### src/rtl/bfplw_pkg.sv
// ----------------------------------------------------------------------------
// bfplw_pkg
// Shared constants for the band factor pair left-weighting block: the
// nibble packing of the factor words.
// ----------------------------------------------------------------------------
package bfplw_pkg;

  // Factor words are packed four bits per strand
  localparam int unsigned NIB_W      = 4;
  localparam int unsigned FIELD_NIBS = 8;
  localparam int unsigned FIELD_W    = NIB_W * FIELD_NIBS;

endpackage

### src/rtl/bfplw_cycle_round.sv
// ----------------------------------------------------------------------------
// bfplw_cycle_round
// One pointer-doubling round of the cycle labelling. Squares the permutation
// power and merges the running maxima over the window, then registers both.
// ----------------------------------------------------------------------------
module bfplw_cycle_round #(
  parameter int unsigned N  = 8,
  parameter int unsigned IW = 3
) (
  input  logic                   clk_i,
  input  logic [N-1:0][IW-1:0]   perm_i,
  input  logic [N-1:0][IW-1:0]   max_i,
  output logic [N-1:0][IW-1:0]   perm_o,
  output logic [N-1:0][IW-1:0]   max_o
);

  logic [N-1:0][IW-1:0] perm_d, perm_q;
  logic [N-1:0][IW-1:0] max_d, max_q;

  // Double the walk: p' = p o p, m'(x) = max(m(x), m(p(x)))
  always_comb begin
    for (int unsigned x = 0; x < N; x++) begin
      perm_d[x] = perm_i[perm_i[x]];
      max_d[x]  = (max_i[perm_i[x]] > max_i[x]) ? max_i[perm_i[x]] : max_i[x];
    end
  end

  // Hold the round result for the next stage
  always_ff @(posedge clk_i) begin
    perm_q <= perm_d;
    max_q  <= max_d;
  end

  assign perm_o = perm_q;
  assign max_o  = max_q;

endmodule

### src/rtl/band_factor_pair_left_weighting.sv
// ----------------------------------------------------------------------------
// band_factor_pair_left_weighting
// Left-weighting step on a pair of adjacent band-generator canonical factors.
// ----------------------------------------------------------------------------
// Fully pipelined: a new factor pair is taken in every cycle (busy_o stays
// low) and its result word appears on the outputs, marked by done_o for one
// cycle, after passing through the unpacking stage, the pointer-doubling
// rounds that label the cycles of both permutations, one round per stage,
// and the stages for class comparison, meet selection and composition. The
// receiver cannot stall the block, so done_o must be taken when it shows.
// Invalid permutations, and pairs whose meet is the identity, pass through
// unchanged with changed_o low.
// ----------------------------------------------------------------------------
module band_factor_pair_left_weighting #(
  parameter int unsigned STRANDS = 8
) (
  input  logic                         clk_i,
  input  logic                         rst_ni,
  input  logic                         start_i,
  output logic                         busy_o,
  input  logic [bfplw_pkg::FIELD_W-1:0] left_factor_i,
  input  logic [bfplw_pkg::FIELD_W-1:0] right_factor_i,
  output logic                         done_o,
  output logic [bfplw_pkg::FIELD_W-1:0] new_left_factor_o,
  output logic [bfplw_pkg::FIELD_W-1:0] new_right_factor_o,
  output logic                         changed_o
);

  localparam int unsigned N   = STRANDS;
  localparam int unsigned IW  = (STRANDS > 1) ? $clog2(STRANDS) : 1;
  localparam int unsigned LG  = $clog2(STRANDS);
  localparam int unsigned LAT = LG + 4;
  localparam int unsigned NW  = bfplw_pkg::NIB_W;
  localparam int unsigned FN  = bfplw_pkg::FIELD_NIBS;
  localparam int unsigned FW  = bfplw_pkg::FIELD_W;
  localparam int unsigned OUT_NIBS = (N < FN) ? N : FN;
  localparam logic [NW:0] NS = (NW + 1)'(STRANDS);

  // Word carried alongside the labelling datapath
  typedef struct packed {
    logic [FW-1:0]        a;
    logic [FW-1:0]        b;
    logic [N-1:0][IW-1:0] lp;
    logic [N-1:0][IW-1:0] rp;
    logic                 ok;
  } carry_t;

  // --------------------------------------------------------------------------
  // Stage 1: unpack, validate, invert L and rotate by delta
  // --------------------------------------------------------------------------
  logic [N-1:0][NW-1:0] lnib, rnib;
  logic [N-1:0]         lseen, rseen;
  logic                 lrange, rrange;
  carry_t               s1_d;
  logic [N-1:0][IW-1:0] linv, ls_d;
  carry_t               s1_q;
  logic [N-1:0][IW-1:0] ls_q;
  logic                 s1_vld_q;

  always_comb begin
    lseen  = '0;
    rseen  = '0;
    lrange = 1'b1;
    rrange = 1'b1;
    for (int unsigned k = 0; k < N; k++) begin
      if (k < FN) begin
        lnib[k] = left_factor_i[(k % FN)*NW +: NW];
        rnib[k] = right_factor_i[(k % FN)*NW +: NW];
      end else begin
        lnib[k] = '0;
        rnib[k] = '0;
      end
      if ({1'b0, lnib[k]} >= NS) lrange = 1'b0;
      if ({1'b0, rnib[k]} >= NS) rrange = 1'b0;
      for (int unsigned v = 0; v < N; v++) begin
        if (lnib[k] == NW'(v)) lseen[v] = 1'b1;
        if (rnib[k] == NW'(v)) rseen[v] = 1'b1;
      end
    end
    s1_d.a  = left_factor_i;
    s1_d.b  = right_factor_i;
    s1_d.ok = lrange && rrange && (&lseen) && (&rseen);
    for (int unsigned k = 0; k < N; k++) begin
      s1_d.lp[k] = lnib[k][IW-1:0];
      s1_d.rp[k] = rnib[k][IW-1:0];
    end
    // Scatter L into its inverse
    for (int unsigned t = 0; t < N; t++) begin
      linv[t] = '0;
      for (int unsigned k = 0; k < N; k++) begin
        if (s1_d.lp[k] == IW'(t)) linv[t] = linv[t] | IW'(k);
      end
    end
    // L*(x) = L^-1(delta(x))
    for (int unsigned x = 0; x < N; x++) begin
      ls_d[x] = (x == 0) ? linv[N-1] : linv[(x + N - 1) % N];
    end
  end

  // Advance stage 1
  always_ff @(posedge clk_i) begin
    s1_q <= s1_d;
    ls_q <= ls_d;
  end

  // --------------------------------------------------------------------------
  // Doubling rounds: label each element with the largest member of its cycle
  // --------------------------------------------------------------------------
  logic [N-1:0][IW-1:0] lsp [LG+1];
  logic [N-1:0][IW-1:0] lsm [LG+1];
  logic [N-1:0][IW-1:0] rpp [LG+1];
  logic [N-1:0][IW-1:0] rpm [LG+1];
  carry_t               rc_q [LG+1];
  logic [LG:0]          rv_q;

  always_comb begin
    for (int unsigned x = 0; x < N; x++) begin
      lsm[0][x] = IW'(x);
      rpm[0][x] = IW'(x);
    end
  end
  assign lsp[0]  = ls_q;
  assign rpp[0]  = s1_q.rp;
  assign rc_q[0] = s1_q;
  assign rv_q[0] = s1_vld_q;

  genvar j;
  generate
    for (j = 0; j < LG; j++) begin : g_round
      logic   vld_q;
      carry_t carry_q;

      bfplw_cycle_round #(.N(N), .IW(IW)) u_lround (
        .clk_i  (clk_i),
        .perm_i (lsp[j]),
        .max_i  (lsm[j]),
        .perm_o (lsp[j+1]),
        .max_o  (lsm[j+1])
      );

      bfplw_cycle_round #(.N(N), .IW(IW)) u_rround (
        .clk_i  (clk_i),
        .perm_i (rpp[j]),
        .max_i  (rpm[j]),
        .perm_o (rpp[j+1]),
        .max_o  (rpm[j+1])
      );

      // Carry the word and its valid bit beside the round
      always_ff @(posedge clk_i) begin
        carry_q <= rc_q[j];
      end

      always_ff @(posedge clk_i or negedge rst_ni) begin
        if (!rst_ni) begin
          vld_q <= 1'b0;
        end else begin
          vld_q <= rv_q[j];
        end
      end

      assign rc_q[j+1] = carry_q;
      assign rv_q[j+1] = vld_q;
    end
  endgenerate

  // --------------------------------------------------------------------------
  // Class stage: compare label pairs
  // --------------------------------------------------------------------------
  logic [N-1:0][N-1:0] eq_d, eq_q;
  carry_t              ce_q;
  logic                ce_vld_q;

  always_comb begin
    for (int unsigned x = 0; x < N; x++) begin
      for (int unsigned y = 0; y < N; y++) begin
        eq_d[x][y] = (lsm[LG][x] == lsm[LG][y]) && (rpm[LG][x] == rpm[LG][y]);
      end
    end
  end

  always_ff @(posedge clk_i) begin
    eq_q <= eq_d;
    ce_q <= rc_q[LG];
  end

  // --------------------------------------------------------------------------
  // Meet stage: next smaller class member, smallest wraps to largest
  // --------------------------------------------------------------------------
  logic [N-1:0][IW-1:0] mp_d, mp_q;
  logic [N-1:0][IW-1:0] lo, hi;
  logic [N-1:0]         found;
  logic                 ident;
  logic                 chg_d;
  carry_t               cp_q;
  logic                 chg_q;
  logic                 cp_vld_q;

  always_comb begin
    ident = 1'b1;
    for (int unsigned x = 0; x < N; x++) begin
      lo[x]    = '0;
      hi[x]    = IW'(x);
      found[x] = 1'b0;
      for (int unsigned y = 0; y < N; y++) begin
        if (eq_q[x][y]) begin
          if (y < x) begin
            lo[x]    = IW'(y);
            found[x] = 1'b1;
          end else begin
            hi[x] = IW'(y);
          end
        end
      end
      mp_d[x] = found[x] ? lo[x] : hi[x];
      if (mp_d[x] != IW'(x)) ident = 1'b0;
    end
    chg_d = ce_q.ok && !ident;
  end

  always_ff @(posedge clk_i) begin
    mp_q  <= mp_d;
    cp_q  <= ce_q;
    chg_q <= chg_d;
  end

  // --------------------------------------------------------------------------
  // Output stage: L o M and M^-1 o R, or pass through
  // --------------------------------------------------------------------------
  logic [N-1:0][IW-1:0] minv, nl, nr;
  logic [FW-1:0]        nl_word, nr_word;
  logic [FW-1:0]        left_d, right_d, left_q, right_q;
  logic                 changed_q;
  logic                 done_q;

  always_comb begin
    for (int unsigned t = 0; t < N; t++) begin
      minv[t] = '0;
      for (int unsigned x = 0; x < N; x++) begin
        if (mp_q[x] == IW'(t)) minv[t] = minv[t] | IW'(x);
      end
    end
    for (int unsigned x = 0; x < N; x++) begin
      nl[x] = cp_q.lp[mp_q[x]];
      nr[x] = minv[cp_q.rp[x]];
    end
    nl_word = '0;
    nr_word = '0;
    for (int unsigned k = 0; k < OUT_NIBS; k++) begin
      nl_word[k*NW +: NW] = NW'(nl[k]);
      nr_word[k*NW +: NW] = NW'(nr[k]);
    end
    left_d  = chg_q ? nl_word : cp_q.a;
    right_d = chg_q ? nr_word : cp_q.b;
  end

  always_ff @(posedge clk_i) begin
    left_q    <= left_d;
    right_q   <= right_d;
    changed_q <= chg_q;
  end

  // Advance the valid bits of the fixed stages
  always_ff @(posedge clk_i or negedge rst_ni) begin
    if (!rst_ni) begin
      s1_vld_q <= 1'b0;
      ce_vld_q <= 1'b0;
      cp_vld_q <= 1'b0;
      done_q   <= 1'b0;
    end else begin
      s1_vld_q <= start_i && !busy_o;
      ce_vld_q <= rv_q[LG];
      cp_vld_q <= ce_vld_q;
      done_q   <= cp_vld_q;
    end
  end

  assign busy_o             = 1'b0;
  assign done_o             = done_q;
  assign new_left_factor_o  = left_q;
  assign new_right_factor_o = right_q;
  assign changed_o          = changed_q && done_q;

  // --------------------------------------------------------------------------
  // Assertions
  // --------------------------------------------------------------------------
  a_changed_with_done : assert property (
    @(posedge clk_i) disable iff (!rst_ni) changed_o |-> done_o
  ) else $error("changed_o raised without a result word");

  a_pass_through : assert property (
    @(posedge clk_i) disable iff (!rst_ni)
      (done_o && !changed_o) |->
        (new_left_factor_o == $past(left_factor_i, LAT)) &&
        (new_right_factor_o == $past(right_factor_i, LAT))
  ) else $error("unchanged word does not match its input pair");

  a_left_moves : assert property (
    @(posedge clk_i) disable iff (!rst_ni)
      (done_o && changed_o) |-> (new_left_factor_o != $past(left_factor_i, LAT))
  ) else $error("non-trivial meet left the left factor untouched");

endmodule

### config.mk
export PLATFORM = sky130hd
export DESIGN_NAME = band_factor_pair_left_weighting
export DESIGN_NICKNAME = d
export VERILOG_FILES = /design/src/rtl/bfplw_pkg.sv /design/src/rtl/bfplw_cycle_round.sv /design/src/rtl/band_factor_pair_left_weighting.sv
export SDC_FILE = /design/constraint.sdc
export NUM_CORES = 2
export LEC_CHECK = 0
export ABC_CLOCK_PERIOD_IN_PS = 7100
export BUFFER_PORTS_ARGS = -buffer_cell sky130_fd_sc_hd__buf_2
export CORE_MARGIN = 2
export CORE_UTILIZATION = 30
export DETAILED_ROUTE_END_ITERATION = 10
export PLACE_DENSITY_LB_ADDON = 0.3
export SYNTH_ARGS = -nofsm -noshare
export SYNTH_HDL_FRONTEND = slang
export SYNTH_SLANG_ARGS = --single-unit
export TNS_END_PERCENT = 10
### constraint.sdc
create_clock -name clk_i -period 7.1 [get_ports clk_i]
set_input_delay 0.71 -clock clk_i [delete_from_list [all_inputs] [get_ports clk_i]]
set_output_delay 0.71 -clock clk_i [all_outputs]
set_load 0.05 [all_outputs]
==> out/qor.txt <==
Status: completed
CP arrival: 3.52 ns
Io pins: 134
Hold Fails Final Rpt: 0
Maximum VDD drop: 220 uV
RSZ-0062 raised after global routing: no
Number of buffers created by CTS: 80
First-pass GRT wire length: 173000 um
DRT iter0 DRCs: 3044
Hold buffers post-CTS: 1
Routability Congestion: 0.893
Async S/R FF share, synth: 0.900%
PostCTS Resize Cnt: 0
Dpl ws: 4.09 ns
Slew HR: 28.4%
Setup Viol. Count Final: 0
Register area: 15600 um^2
Layout fillers: 12600
Fin crit share: 42.6%
Clk pin slew, worst setup/hold paths: 0.07 ns
Fin nets: 3659
Synth area leader: dfxtp_1
# rows: 131
Final min period: 3.03 ns
Critical path class: flop to flop
Power Dens Cells: 395 nW/um^2
PortBufs: 132
Worst hold slack: 0.197 ns
Root Driver: clkbuf_16
Avg Inst Size Synth: 10.8 um^2
Distinct cells, synth: 86
Routed vias: 28300
Largest cells by area after synthesis: dfxtp_1 40%, mux4_2 18%, mux2_2 3.5%
Slew Viols, Final: 0
Pint: 10600 uW
Post-synth EDFFs: 0
Placed inst area: 40000 um^2
Clock share of power: 24.8%
Initial Util: 30.2%
Ys Warns: 0
Post-synth top area share: 40.2%
HP Class: input pin to flop
Startpoint Class: flop
Flop pwr share: 40.7%
Leakage: 0.0163 uW
Hpwl dp: 78100 um
Post-Syn Instances: 3571
Maximum clock rate: 330 MHz
Number of vias per cell: 5.41
Die height: 362 um
CTS Buffer Depth: 3
Initial antenna violation count: 6
Design Area, Final: 42700 um^2
Worst-Margin Slew: 1.07 ns
Pre-antenna DRT Iters: 6
Synth Cell Area: 38400 um^2
Sequential area share after synthesis: 40.6%
Fraction of final layout cells sized beyond drive strength 1: 20.8%
Routed WL: 113000 um
Area of the multi-input gates: 21000 um^2
Crit path max fanout: 22
Sw Pwr: 6290 uW
Drt wl/cell: 21.7 um
CTS H-Tree Depth: 3
ANT nets after route: 0
Global route overflow: 0
Core area: 127000 um^2
Gate power share: 34.5%
Postcts setup bufs: 0
Number of global-route vias before repair: 27300
Chip Width: 362 um
Clk sinks: 778
TritonCTS clock tree: yes
Req. time, crit path: 7.59 ns
Main synth FF type: dfxtp_1
Sw frac: 37.3%
Final Power: 16900 uW
Worst Clk Skew: 0.0386 ns
Setup TNS: 0 ns
Register bit total from synthesis: 778
DRC Markers: 0
Crit. End Element: flop
Global Route Usage Sum: 16.9%
Number of max-cap violations: 0
Worst skew pair latency: 0.65 ns
Die Area: 131000 um^2
Area growth, synth to finish: 11.2%
Final WS setup: 4.07 ns
Largest net degree at the start of global routing: 56
## metal layers
layer	vias to the layer above	wire length [um]	track usage (%)
li1	13000	-	-
met1	13900	49200	23.1
met2	1156	52400	27.0
met3	207	8370	3.33
met4	0	3190	5.38
met5	-	0	0
## power groups by stage
stage               registers (uW)  logic, uW  clock network, uW
floorplan                     5610       5480                  0
global placement              6940       5650                  0
detailed placement            6940       5780                  0
CTS                           6840       5800               4310
global route                  7000       6450               4480
finish                        6870       5810               4190
## final timing paths
check,start,end,slack [ns],cells after the start
worst max register to register,g_round[0].u_rround.perm_o[15],g_round[1].u_rround.max_o[17],4.07,7
max in group asynchronous,rst_ni,s1_vld_q,6.51,2
worst max-delay path,g_round[0].u_rround.perm_o[15],g_round[1].u_rround.max_o[17],4.07,7
worst min-delay path,start_i,s1_vld_q,0.20,1
worst min register to register,g_round[2].carry_q[17],ce_q[17],0.30,0
min in group asynchronous,rst_ni,ce_vld_q,0.44,2
## cell usage after synthesis, types with 11 or more instances
master / n
nor3b_1: 21
nor3_1: 63
nand2b_1: 21
mux4_1: 11
o21ai_0: 213
xor2_1: 56
a22oi_1: 29
mux2i_1: 126
inv_1: 143
a21o_1: 46
dfxtp_1: 771
a22o_1: 17
nand4_1: 42
nor2_1: 197
nand2_1: 248
and2_1: 14
and3_1: 11
a31oi_1: 65
nand3_1: 23
a21oi_1: 185
nor4_1: 23
o21a_1: 18
ha_1: 96
xnor2_1: 112
o2111ai_1: 21
o211ai_1: 20
nor2b_1: 48
nand3b_1: 20
mux2_2: 118
clkbuf_1: 228
mux4_2: 314
buf_1: 37
buf_2: 44
nor4b_1: 12
## cells by family after synthesis
logic type	share of synthesized area (%)
mux	25.9
fa+ha+maj	3.13
buf+inv	4.87
compound gates	11.7
flops	40.6
xor+xnor	3.83
other cells	0.0195
simple gates	9.94
## placed cells by master, fill, tap and decap left out, types with 20 or more instances in the layout
master | netlist | final
clkbuf_16 | 0 | 80
nor3_1 | 63 | 63
ha_1 | 96 | 96
nand3b_1 | 20 | 20
o21ai_0 | 213 | 213
xnor2_1 | 112 | 112
mux2i_1 | 126 | 126
nor4_1 | 23 | 23
nand2b_1 | 21 | 21
nor2b_1 | 48 | 48
nand3_1 | 23 | 23
mux4_2 | 314 | 314
mux2_2 | 118 | 118
xor2_1 | 56 | 56
a31oi_1 | 65 | 65
nor3b_1 | 21 | 21
nand4_1 | 42 | 42
o2111ai_1 | 21 | 21
a22oi_1 | 29 | 29
inv_1 | 143 | 143
dfxtp_1 | 771 | 770
o211ai_1 | 20 | 20
a21oi_1 | 185 | 185
a21o_1 | 46 | 46
nand2_1 | 248 | 248
nor2_1 | 197 | 197
buf_2 | 44 | 133
## state kept, by name, indices dropped and copies added, names as in the netlist, 3 cells and up
name / flops
eq_q: 28
ls_q: 24
new_left_factor_o: 32
g_round.carry_q: 195
rc_q: 65
ce_q: 65
g_round.vld_q: 3
cp_q: 64
g_round.u_lround.perm_o: 48
g_round.u_rround.perm_o: 48
g_round.u_rround.max_o: 72
g_round.u_lround.max_o: 72
mp_q: 24
new_right_factor_o: 32
## cell type report
type / count / area share (%)
Inverter: 147 / 1.30
Sequential cell: 778 / 36.5
Tap cell: 1662 / 4.87
Multi-Input combinational cell: 2339 / 49.1
Clock buffer: 105 / 5.28
Antenna cell: 4 / 0.0234
Timing Repair Buffer: 150 / 1.86
Clock inverter: 41 / 1.01
## through the flow
| step | instances | utilization [%] |
|---|---|---|
| 2_1_floorplan | 3584 | - |
| 5_1_grt | 5226 | 33.5 |
| 3_5_place_dp | 5075 | 31.4 |
| 6_report | 5226 | 33.5 |
| 3_3_place_gp | 5074 | 31.4 |
| 4_1_cts | 5222 | 33.5 |
## critical path, stage by stage (launching register included)
cell and delay, ns:
dfxtp_1 0.99, mux4_2 0.60, mux2_2 0.29, ha_1 0.30, a21o_1 0.11, a21oi_1 0.06, a31oi_1 0.35, o21ai_0 0.16
Power figures use the tool's default switching activity.
